==> config.mk <==
export PLATFORM = sky130hd
export DESIGN_NAME = tp20_receive_reassembler
export DESIGN_NICKNAME = d
export VERILOG_FILES = /design/src/hw/rtl/tp20_pkg.sv /design/src/hw/rtl/tp20_decode.sv /design/src/hw/rtl/tp20_emit.sv /design/src/hw/rtl/tp20_receive_reassembler.sv
export VERILOG_INCLUDE_DIRS = /design/src /design/src/hw/rtl
export SDC_FILE = /design/constraint.sdc
export NUM_CORES = 1
export LEC_CHECK = 0
export ABC_AREA = 1
export ABC_CLOCK_PERIOD_IN_PS = 6300
export BUFFER_PORTS_ARGS = -buffer_cell sky130_fd_sc_hd__buf_4
export CAP_MARGIN = 10
export CORE_AREA = 2 2 157 159
export CTS_CLUSTER_DIAMETER = 100
export DETAILED_ROUTE_END_ITERATION = 10
export DIE_AREA = 0 0 159 161
export PLACE_DENSITY_LB_ADDON = 0.08
export SLEW_MARGIN = 10
export SYNTH_ARGS = -nofsm -noshare
export SYNTH_HDL_FRONTEND = slang
export SYNTH_SLANG_ARGS = --single-unit
==> constraint.sdc <==
create_clock -name clk -period 6.3 [get_ports clk]
set_clock_uncertainty 0.2 [all_clocks]
set_input_delay 0.63 -clock clk [delete_from_list [all_inputs] [get_ports clk]]
set_output_delay 0.63 -clock clk [all_outputs]
set_load 0.005 [all_outputs]
==> src/hw/rtl/tp20_receive_reassembler_defines.svh <==
// Assertion macros for the TP2.0 receive reassembler.
`ifndef TP20_RECEIVE_REASSEMBLER_DEFINES_SVH
`define TP20_RECEIVE_REASSEMBLER_DEFINES_SVH

// Same-cycle implication, sampled on clk, off during reset.
`define TP20_ASSERT_HOLD(label, ante, cons) \
	label: assert property (@(posedge clk) disable iff (!arst_n) (ante) |-> (cons)) \
		else $error("tp20 assertion failed");

// Next-cycle implication, sampled on clk, off during reset.
`define TP20_ASSERT_NEXT(label, ante, cons) \
	label: assert property (@(posedge clk) disable iff (!arst_n) (ante) |=> (cons)) \
		else $error("tp20 assertion failed");

`endif

==> src/hw/rtl/tp20_pkg.sv <==
// Shared types, codes and helpers of the TP2.0 receive reassembler.
package tp20_pkg;

	// Result codes on event_res.
	typedef enum logic [2:0] {
		EV_PAYLOAD = 3'd0,
		EV_ACK     = 3'd1,
		EV_TEST    = 3'd2,
		EV_DONE    = 3'd3,
		EV_FAIL    = 3'd4
	} ev_t;

	// Closing result of a plan.
	typedef enum logic [1:0] {
		TAIL_NONE = 2'd0,
		TAIL_DONE = 2'd1,
		TAIL_FAIL = 2'd2
	} tail_t;

	// Configuration register indexes.
	localparam logic [1:0] CFG_TEST_CODE  = 2'd0;
	localparam logic [1:0] CFG_ACK_CODE   = 2'd1;
	localparam logic [1:0] CFG_IDLE_LIMIT = 2'd2;
	localparam logic [1:0] CFG_BODY_LIMIT = 2'd3;

	// Frame type nibbles.
	localparam logic [3:0] TYPE_ACK_MORE  = 4'h0;
	localparam logic [3:0] TYPE_ACK_LAST  = 4'h1;
	localparam logic [3:0] TYPE_NACK_MORE = 4'h2;
	localparam logic [3:0] TYPE_NACK_LAST = 4'h3;

	// Wait frame signature.
	localparam logic [7:0] WAIT_B3 = 8'h7F;
	localparam logic [7:0] WAIT_B5 = 8'h78;
	localparam logic [3:0] ACK_HI  = 4'hB;

	localparam logic [2:0] SINGLE_MAX = 3'd5;
	localparam logic [2:0] TEST_MAX   = 3'd7;
	localparam logic [7:0] RCNT_SAT   = 8'd248;

	// One received input transaction.
	typedef struct packed {
		logic            kind;
		logic [7:0][7:0] data;
	} item_t;

	typedef struct packed {
		logic [7:0] test_code;
		logic [7:0] ack_code;
		logic [2:0] idle_lim;
		logic [2:0] body_lim;
	} cfg_t;

	typedef struct packed {
		logic       in_msg;
		logic [7:0] exp_len;
		logic [7:0] rcnt;
		logic [2:0] tcnt;
	} state_t;

	// Results of one item: [test] payload*n [ack] [tail].
	typedef struct packed {
		logic            test;
		logic [7:0]      test_val;
		logic [6:0][7:0] pay;
		logic [2:0]      n_pay;
		logic            ack;
		logic [7:0]      ack_val;
		tail_t           tail;
		logic [7:0]      tail_len;
		logic [3:0]      total;
	} plan_t;

	// Ack byte: next sequence nibble under 0xB.
	function automatic logic [7:0] ack_byte(input logic [7:0] b0);
		ack_byte = {ACK_HI, b0[3:0] + 4'd1};
	endfunction

endpackage

==> src/hw/rtl/tp20_decode.sv <==
// Frame decoder: builds the result plan and next state for one item.
module tp20_decode import tp20_pkg::*; (
	input  item_t  item,
	input  state_t st,
	input  cfg_t   cfg,
	output plan_t  plan,
	output state_t st_next
);

	logic [3:0] ftype;
	logic [7:0] b0;
	logic [2:0] tc_inc;
	logic [2:0] lim;
	logic [7:0] diff;
	logic [6:0][7:0] pay_lo;
	logic [6:0][7:0] pay_hi;

	assign b0    = item.data[0];
	assign ftype = b0[7:4];

	// Payload windows: from byte3 (idle frames) or byte1 (message frames)
	always_comb begin
		pay_lo = '0;
		for (int i = 0; i < 5; i++) begin
			pay_lo[i] = item.data[i + 3];
		end
		for (int i = 0; i < 7; i++) begin
			pay_hi[i] = item.data[i + 1];
		end
	end

	assign tc_inc = (st.tcnt < TEST_MAX) ? st.tcnt + 3'd1 : TEST_MAX;
	assign lim    = st.in_msg ? cfg.body_lim : cfg.idle_lim;
	assign diff   = (st.exp_len > st.rcnt) ? st.exp_len - st.rcnt : 8'd0;

	// Frame classification
	always_comb begin
		plan          = '0;
		plan.test_val = cfg.ack_code;
		plan.ack_val  = ack_byte(b0);
		plan.tail     = TAIL_NONE;
		st_next       = st;
		if (item.kind) begin
			plan.tail = TAIL_FAIL;
			st_next   = '0;
		end else if (b0 == cfg.test_code) begin
			plan.test    = 1'b1;
			st_next.tcnt = tc_inc;
			if (tc_inc >= lim) begin
				plan.tail = TAIL_FAIL;
				st_next   = '0;
			end
		end else if (item.data[3] == WAIT_B3 && item.data[5] == WAIT_B5) begin
			st_next.tcnt = '0;
			plan.ack = (ftype == TYPE_ACK_LAST) && (st.in_msg || item.data[1] != 8'd0);
		end else if (!st.in_msg) begin
			if (ftype == TYPE_ACK_LAST || ftype == TYPE_NACK_LAST) begin
				// single frame
				plan.pay      = pay_lo;
				plan.n_pay    = (item.data[2] < {5'd0, SINGLE_MAX}) ?
				                item.data[2][2:0] : SINGLE_MAX;
				plan.ack      = (ftype == TYPE_ACK_LAST);
				plan.tail     = TAIL_DONE;
				plan.tail_len = item.data[2];
				st_next       = '0;
			end else if (ftype == TYPE_ACK_MORE || ftype == TYPE_NACK_MORE) begin
				// first frame opens a message
				plan.pay        = pay_lo;
				plan.n_pay      = SINGLE_MAX;
				plan.ack        = (ftype == TYPE_ACK_MORE);
				st_next.in_msg  = 1'b1;
				st_next.exp_len = item.data[2];
				st_next.rcnt    = {5'd0, SINGLE_MAX};
				st_next.tcnt    = '0;
			end else begin
				plan.tail = TAIL_FAIL;
				st_next   = '0;
			end
		end else if (ftype == TYPE_ACK_LAST || ftype == TYPE_NACK_LAST) begin
			// last frame, copy clamped to what is still owed
			plan.pay      = pay_hi;
			plan.n_pay    = (diff > 8'd7) ? 3'd7 : diff[2:0];
			plan.ack      = (ftype == TYPE_ACK_LAST);
			plan.tail     = TAIL_DONE;
			plan.tail_len = st.exp_len;
			st_next       = '0;
		end else begin
			// middle frame
			plan.pay     = pay_hi;
			plan.n_pay   = 3'd7;
			plan.ack     = (ftype == TYPE_ACK_MORE);
			st_next.tcnt = '0;
			st_next.rcnt = (st.rcnt > RCNT_SAT) ? 8'd255 : st.rcnt + 8'd7;
		end
		plan.total = {3'd0, plan.test} + {1'b0, plan.n_pay} + {3'd0, plan.ack}
		             + {3'd0, plan.tail != TAIL_NONE};
	end

endmodule

==> src/hw/rtl/tp20_emit.sv <==
// Result sequencer: holds one plan and hands out its results one per cycle while out_ready is high.
`include "tp20_receive_reassembler_defines.svh"
module tp20_emit import tp20_pkg::*; (
	input  logic       clk,
	input  logic       arst_n,
	input  logic       load,
	input  plan_t      plan,
	output logic       out_valid,
	input  logic       out_ready,
	output logic [2:0] event_res,
	output logic [7:0] value,
	output logic [7:0] length,
	output logic       last
);

	plan_t      plan_q;
	logic       valid_q;
	logic [3:0] idx_q;
	logic [3:0] pos;
	ev_t        ev;

	assign out_valid = valid_q;
	assign pos       = idx_q - {3'd0, plan_q.test};
	assign last      = (idx_q == plan_q.total - 4'd1);
	assign event_res = ev;

	// Select the result at the current position
	always_comb begin
		ev     = EV_FAIL;
		value  = '0;
		length = '0;
		if (plan_q.test && idx_q == 4'd0) begin
			ev    = EV_TEST;
			value = plan_q.test_val;
		end else if (pos < {1'b0, plan_q.n_pay}) begin
			ev    = EV_PAYLOAD;
			value = plan_q.pay[pos[2:0]];
		end else if (plan_q.ack && pos == {1'b0, plan_q.n_pay}) begin
			ev    = EV_ACK;
			value = plan_q.ack_val;
		end else begin
			case (plan_q.tail)
				TAIL_DONE: begin
					ev     = EV_DONE;
					length = plan_q.tail_len;
				end
				default: ev = EV_FAIL;
			endcase
		end
	end

	// Plan payload, no reset
	always_ff @(posedge clk) begin
		if (load) begin
			plan_q <= plan;
		end
	end

	// Control
	always_ff @(posedge clk or negedge arst_n) begin
		if (!arst_n) begin
			valid_q <= 1'b0;
			idx_q   <= '0;
		end else if (load) begin
			valid_q <= 1'b1;
			idx_q   <= '0;
		end else if (valid_q && out_ready) begin
			if (last) begin
				valid_q <= 1'b0;
				idx_q   <= '0;
			end else begin
				idx_q <= idx_q + 4'd1;
			end
		end
	end

	`TP20_ASSERT_HOLD(a_idx_range, valid_q, idx_q < plan_q.total)
	`TP20_ASSERT_HOLD(a_tail_last, valid_q && (ev == EV_DONE || ev == EV_FAIL), last)
	`TP20_ASSERT_NEXT(a_step, valid_q && out_ready && !last, valid_q && idx_q == $past(idx_q) + 4'd1)

endmodule

==> src/hw/rtl/tp20_receive_reassembler.sv <==
// Top level of the TP2.0 receive reassembler.
// Input channel (in_valid/in_ready) takes one transaction per received CAN frame
// (kind = 0, byte0..byte7) or per receive timeout (kind = 1).
// Output channel (out_valid/out_ready) gives results: payload bytes, ack requests,
// test replies, done with the message length, failure; last marks the final one
// caused by a transaction. A transaction that causes no result gives nothing.
// An accepted transaction is registered, decoded against the session state once
// the result sequencer is free, and loaded as a plan into the sequencer, which
// hands out one result per cycle while out_ready is high; a transaction gives
// N (0..9) results; the next is decoded while the last of the previous is taken.
// Configuration writes (cfg_we, cfg_index, cfg_data) are registered; the user
// must make them only while idle, which the block itself does not enforce.
// Reset clears the session state and loads the register defaults.
// When the receiver stalls, the current result holds, one transaction waits in
// the input register, and in_ready drops.
module tp20_receive_reassembler import tp20_pkg::*; (
	input  logic       clk,
	input  logic       arst_n,
	input  logic       cfg_we,
	input  logic [1:0] cfg_index,
	input  logic [7:0] cfg_data,
	input  logic       in_valid,
	output logic       in_ready,
	input  logic       kind,
	input  logic [7:0] byte0,
	input  logic [7:0] byte1,
	input  logic [7:0] byte2,
	input  logic [7:0] byte3,
	input  logic [7:0] byte4,
	input  logic [7:0] byte5,
	input  logic [7:0] byte6,
	input  logic [7:0] byte7,
	output logic       out_valid,
	input  logic       out_ready,
	output logic [2:0] event_res,
	output logic [7:0] value,
	output logic [7:0] length,
	output logic       last
);

	item_t  item_s1;
	logic   valid_s1;
	cfg_t   cfg_q;
	state_t st_q;
	state_t st_next;
	plan_t  plan;
	logic   emit_free;
	logic   go;

	assign emit_free = !out_valid || (out_ready && last);
	assign go        = valid_s1 && emit_free;
	assign in_ready  = !valid_s1 || go;

	// Input register payload
	always_ff @(posedge clk) begin
		if (in_valid && in_ready) begin
			item_s1.kind <= kind;
			item_s1.data <= {byte7, byte6, byte5, byte4, byte3, byte2, byte1, byte0};
		end
	end

	// Input register, session state and configuration
	always_ff @(posedge clk or negedge arst_n) begin
		if (!arst_n) begin
			valid_s1        <= 1'b0;
			st_q            <= '0;
			cfg_q.test_code <= 8'd163;
			cfg_q.ack_code  <= 8'd161;
			cfg_q.idle_lim  <= 3'd5;
			cfg_q.body_lim  <= 3'd3;
		end else begin
			if (in_ready) begin
				valid_s1 <= in_valid;
			end
			if (go) begin
				st_q <= st_next;
			end
			if (cfg_we) begin
				unique case (cfg_index)
					CFG_TEST_CODE:  cfg_q.test_code <= cfg_data;
					CFG_ACK_CODE:   cfg_q.ack_code  <= cfg_data;
					CFG_IDLE_LIMIT: cfg_q.idle_lim  <= cfg_data[2:0];
					CFG_BODY_LIMIT: cfg_q.body_lim  <= cfg_data[2:0];
					default: ;
				endcase
			end
		end
	end

	tp20_decode u_decode (
		.item    (item_s1),
		.st      (st_q),
		.cfg     (cfg_q),
		.plan    (plan),
		.st_next (st_next)
	);

	tp20_emit u_emit (
		.clk       (clk),
		.arst_n    (arst_n),
		.load      (go && plan.total != 4'd0),
		.plan      (plan),
		.out_valid (out_valid),
		.out_ready (out_ready),
		.event_res (event_res),
		.value     (value),
		.length    (length),
		.last      (last)
	);

endmodule

==> parameters.txt <==
Parameter                              Value

Routing
  Violation count after the first detailed-routing iteration ... 360
  Routed WL ... 22740 microns
  Post-route antenna net violation count ... 0
  Via count ... 6641
  Wire per inst ... 16.66 microns
  Residual DRC count ... 0
  Ratio of routed vias to standard cells ... 4.865
  Pre-Repair DR Iteration Count ... 5

Synth
  XOR/XNOR share of the synthesized area ... 1.284%
  Top cells by area in the synthesized netlist ... sky130_fd_sc_hd__edfxtp_1 48%, sky130_fd_sc_hd__dfrtp_1 9.8%, sky130_fd_sc_hd__inv_1 5.8%, sky130_fd_sc_hd__nand2_1 5.4%, sky130_fd_sc_hd__o21ai_0 4.3%
  Post-synthesis sequential area ratio ... 61.16%
  Mux contribution to synthesized area ... 0.2119%
  Top cell type's share of synthesized area ... 48.31%
  Synthesized instance count ... 925
  Flops & latches, synth ... 200
  Async SR Flop Fraction ... 24.00%
  Most used DFF post-synth ... sky130_fd_sc_hd__edfxtp_1
  Post-synthesis cell type count ... 44
  Synth Area in Compound Gates ... 11.77%
  Combinational family with the most area after synthesis ... simple AND/OR/NAND/NOR gates
  Simple-gate share of the synthesized area ... 14.57%
  Synthesized netlist net count ... 1032
  Post-synthesis adder-cell area fraction ... 3.814%
  Post-synth EDFFs ... 152
  Cell type with the largest total area after synthesis ... sky130_fd_sc_hd__edfxtp_1
  Post-Syn Area ... 9449 sq um
  Average footprint of a synthesized cell ... 10.22 sq um
  Number of warnings printed during yosys synthesis ... 0

Timing
  Setup repair after global routing missed its margin ... false
  Number of max-slew violations in the final report ... 0
  Final critical-path required period ... 5129 ps
  Final Setup Violations ... 0
  Least-Margin Pin Slew ... 895.4 ps
  Post-layout worst setup margin ... 1171 ps
  Final Hold Vio Count ... 0
  Worst relative slew slack ... 40.31%
  Max Clk Rate ... 0.1950 GHz
  Final Cycle Share ... 81.42%
  Setup tns final ... 0 ps

CTS
  Number of buffers on the longest clock path ... 2
  TritonCTS buffer count ... 17
  Clock tree root buffer cell ... sky130_fd_sc_hd__clkbuf_16
  CTS tree ... yes
  Insertion delay to the later sink of the worst-skew pair ... 440 ps
  CTS Hold Buffers Added ... 0
  Post-CTS Setup Inserts ... 0
  Clock-pin slew on the worst setup and hold paths ... 70 ps
  CTS-repair resized insts ... 0
  H-tree Lvls ... 4
  CTS Sinks ... 200

Die
  Initial core utilization ... 39.43%
  DIE WIDTH ... 159 microns
  Overall die height ... 161 microns
  Floorplan die area ... 25600 sq um
  Core area ... 23960 sq um
  Number of core rows ... 57
  IO Pins ... 102

Placement
  DP Worst Slack ... 1187 ps
  Detailed placer's ending HPWL ... 16290 microns
  Weighted congestion reported at the end of routability-driven placement ... 0.8007
  Count of buffers from port buffering ... 101

Global route
  Maximum number of pins on one net before global-route repair ... 66
  First-pass GRT wire length ... 36320 microns
  Via count of the first global-routing pass ... 6581
  Total overflow reported by the global router ... 0
  Global routing usage summed across all routing layers ... 18.33%
  Initial antenna violation count ... 0

Setup path
  Startpoint type of the worst setup path ... flop
  CP Max Fanout ... 18
  Worst-case register-to-register setup slack ... 1180 ps
  Data arrival time of the critical path ... 4300 ps
  Number of cells on the worst reg-to-reg path ... 21
  Critical Path End Type ... output pin
  Critical path required time ... 5470 ps
  Endpoint of the most critical register-to-register path ... u_emit.plan_q[66]$_SDFFCE_PP0N_
  FF-to-FF Start ... st_q[19]$_DFFE_PN0P_
  Critical Setup Path Class ... reg -> out

Power and ir drop
  Static leakage ... 0.004785 uW
  Maximum VDD drop ... 208.4 uV
  Gate power share ... 41.7%
  Power per cell area ... 471.6 nW/um^2
  P_sw ... 2099 uW
  Share of total power in the clock network ... 20.5%
  Net switching share of the total power ... 39.87%
  Share of total power in sequential cells ... 37.8%
  Internal portion of total power ... 3165 uW

Run
  Count of maximum capacitance violations ... 0

Cells and area
  Number of inserted diodes ... 0
  Area added between synthesis and finish ... 18.13%
  Final core occ ... 46.58%
  Share of post-route cells with drive strength above 1 ... 16.71%
  Final net count ... 1135

Status
  Result of the run ... finished, final reports clean

Worst hold path
  Hold WC Path Type ... in -> async
[routing by layer]
| metal | wire, microns | GRT usage (%) | part of all wire, % |
|---|---|---|---|
| met5 | 0 | 0 | 0 |
| met4 | 375 | 5.372 | 1.6 |
| met3 | 850 | 2.851 | 3.7 |
| met2 | 11190 | 30.89 | 49 |
| met1 | 10320 | 24.70 | 45 |
[registers in the layout, indices dropped and copies added, names as in the netlist]
register and flops:
u_emit.out_valid 1, cfg_q 22, u_emit.plan_q 87, item_s1 65
u_emit.idx_q 4, st_q 20, valid_s1 1
[how the worst max path moves through the flow]
stage / startpoint / end / slack (ps) / depth (start not counted)
6_report: u_emit.idx_q[0]$_DFFE_PN0P_ / length[5] / 1170 / 15
5_1_grt: st_q[19]$_DFFE_PN0P_ / u_emit.plan_q[66]$_SDFFCE_PP0N_ / 750 / 21
4_1_cts: u_emit.idx_q[0]$_DFFE_PN0P_ / length[5] / 1130 / 15
3_5_place_dp: st_q[19]$_DFFE_PN0P_ / u_emit.plan_q[69]$_SDFFCE_PP0N_ / 1190 / 21
3_3_place_gp: st_q[19]$_DFFE_PN0P_ / u_emit.plan_q[80]$_SDFFCE_PP0N_ / 1260 / 21
2_1_floorplan: st_q[19]$_DFFE_PN0P_ / u_emit.plan_q[0]$_DFFE_PN_ / 280 / 21
[cells in the final DEF (no fill, tap or decap), types with 2 or more instances in the layout]
cell type,Yosys,final
sky130_fd_sc_hd__nand2_1,137,137
sky130_fd_sc_hd__o22ai_1,30,30
sky130_fd_sc_hd__o31ai_1,10,10
sky130_fd_sc_hd__a21oi_1,40,40
sky130_fd_sc_hd__inv_2,4,5
sky130_fd_sc_hd__clkbuf_1,18,3
sky130_fd_sc_hd__or2_2,8,8
sky130_fd_sc_hd__clkinvlp_4,0,2
sky130_fd_sc_hd__o31ai_2,2,2
sky130_fd_sc_hd__ha_1,24,24
sky130_fd_sc_hd__nand3_2,1,2
sky130_fd_sc_hd__buf_4,1,107
sky130_fd_sc_hd__o221ai_1,8,8
sky130_fd_sc_hd__mux2i_1,2,2
sky130_fd_sc_hd__nor3_1,6,6
sky130_fd_sc_hd__clkbuf_16,0,19
sky130_fd_sc_hd__or2_1,2,2
sky130_fd_sc_hd__nand2_4,2,2
sky130_fd_sc_hd__nor4_1,3,3
sky130_fd_sc_hd__xnor2_1,5,5
sky130_fd_sc_hd__nor2_1,91,91
sky130_fd_sc_hd__a21boi_0,2,2
sky130_fd_sc_hd__dfrtp_1,37,37
sky130_fd_sc_hd__o21ai_0,82,82
sky130_fd_sc_hd__o311ai_0,2,2
sky130_fd_sc_hd__nand4_1,12,12
sky130_fd_sc_hd__a31oi_1,8,8
sky130_fd_sc_hd__inv_6,0,2
sky130_fd_sc_hd__fa_1,3,3
sky130_fd_sc_hd__nand3_1,49,48
sky130_fd_sc_hd__o211ai_1,3,3
sky130_fd_sc_hd__inv_1,147,145
sky130_fd_sc_hd__xor2_1,7,7
sky130_fd_sc_hd__dfstp_2,11,11
sky130_fd_sc_hd__clkinv_4,0,2
sky130_fd_sc_hd__edfxtp_1,152,152
sky130_fd_sc_hd__inv_8,0,3
sky130_fd_sc_hd__o21a_1,2,2
[cells in the mapped netlist (all sizes together) (7+ instances only)]
library cell and instances:
dfrtp 37, o221ai 8, o22ai 30, or2 10, clkbuf 18, xor2 7
nand3 50, edfxtp 152, nor2 93, o31ai 12, inv 151, o21ai 83
dfstp 11, nand2 140, nand4 12, a21oi 40, a31oi 8, ha 24
[through the flow]
stage | power [uW] | hold WS, ps | area (sq um) | cells
detailed placement | 4220 | 237.0 | 10580 | 1333
floorplan | 3383 | 134.4 | 9449 | 925
global placement | 4218 | 229.3 | 10580 | 1333
finish | 5263 | 19.75 | 11160 | 1365
CTS | 5311 | 43.16 | 11160 | 1365
global route | 5647 | 70.13 | 11160 | 1365
[worst max-delay path, cell delays in order, from the launching register on]
cell,delay (ps)
sky130_fd_sc_hd__dfrtp_1,390
sky130_fd_sc_hd__inv_1,120
sky130_fd_sc_hd__ha_1,240
sky130_fd_sc_hd__ha_1,740
sky130_fd_sc_hd__inv_1,340
sky130_fd_sc_hd__ha_1,390
sky130_fd_sc_hd__inv_1,40
sky130_fd_sc_hd__nor2_1,80
sky130_fd_sc_hd__o21a_1,110
sky130_fd_sc_hd__nor2_1,40
sky130_fd_sc_hd__nand2_1,240
sky130_fd_sc_hd__inv_2,190
sky130_fd_sc_hd__nor3_1,280
sky130_fd_sc_hd__nand2_1,310
sky130_fd_sc_hd__nor2_1,210
sky130_fd_sc_hd__buf_4,130
[area by class of cell]
class | instances | area, sq um
tap | 324 | 405.4
multi-input combinational | 549 | 2995
clock inverter | 10 | 100.1
clock buffer | 22 | 486.7
timing repair buffer | 108 | 823.3
sequential | 200 | 5779
fill | 2306 | 12800
inverter | 152 | 571.8
[power by group through the flow]
stage / clock [uW] / combinational (uW) / sequential (uW)
final: 1080 / 2190 / 1990
after global routing: 1150 / 2470 / 2020
after CTS: 1110 / 2210 / 1990
after detailed placement: 0 / 2200 / 2020
after global placement: 0 / 2200 / 2020
after floorplan: 0 / 1410 / 1970
[cell families (layout without fill, tap and decap cells)]
| kind of cell | count (synthesis) | count (layout) |
|---|---|---|
| fa+ha+maj | 27 | 27 |
| xor+xnor | 13 | 13 |
| flops | 200 | 200 |
| mux | 2 | 2 |
| simple gates | 316 | 316 |
| buf+inv | 176 | 292 |
| compound gates | 191 | 191 |
Power figures use the tool's default switching activity.
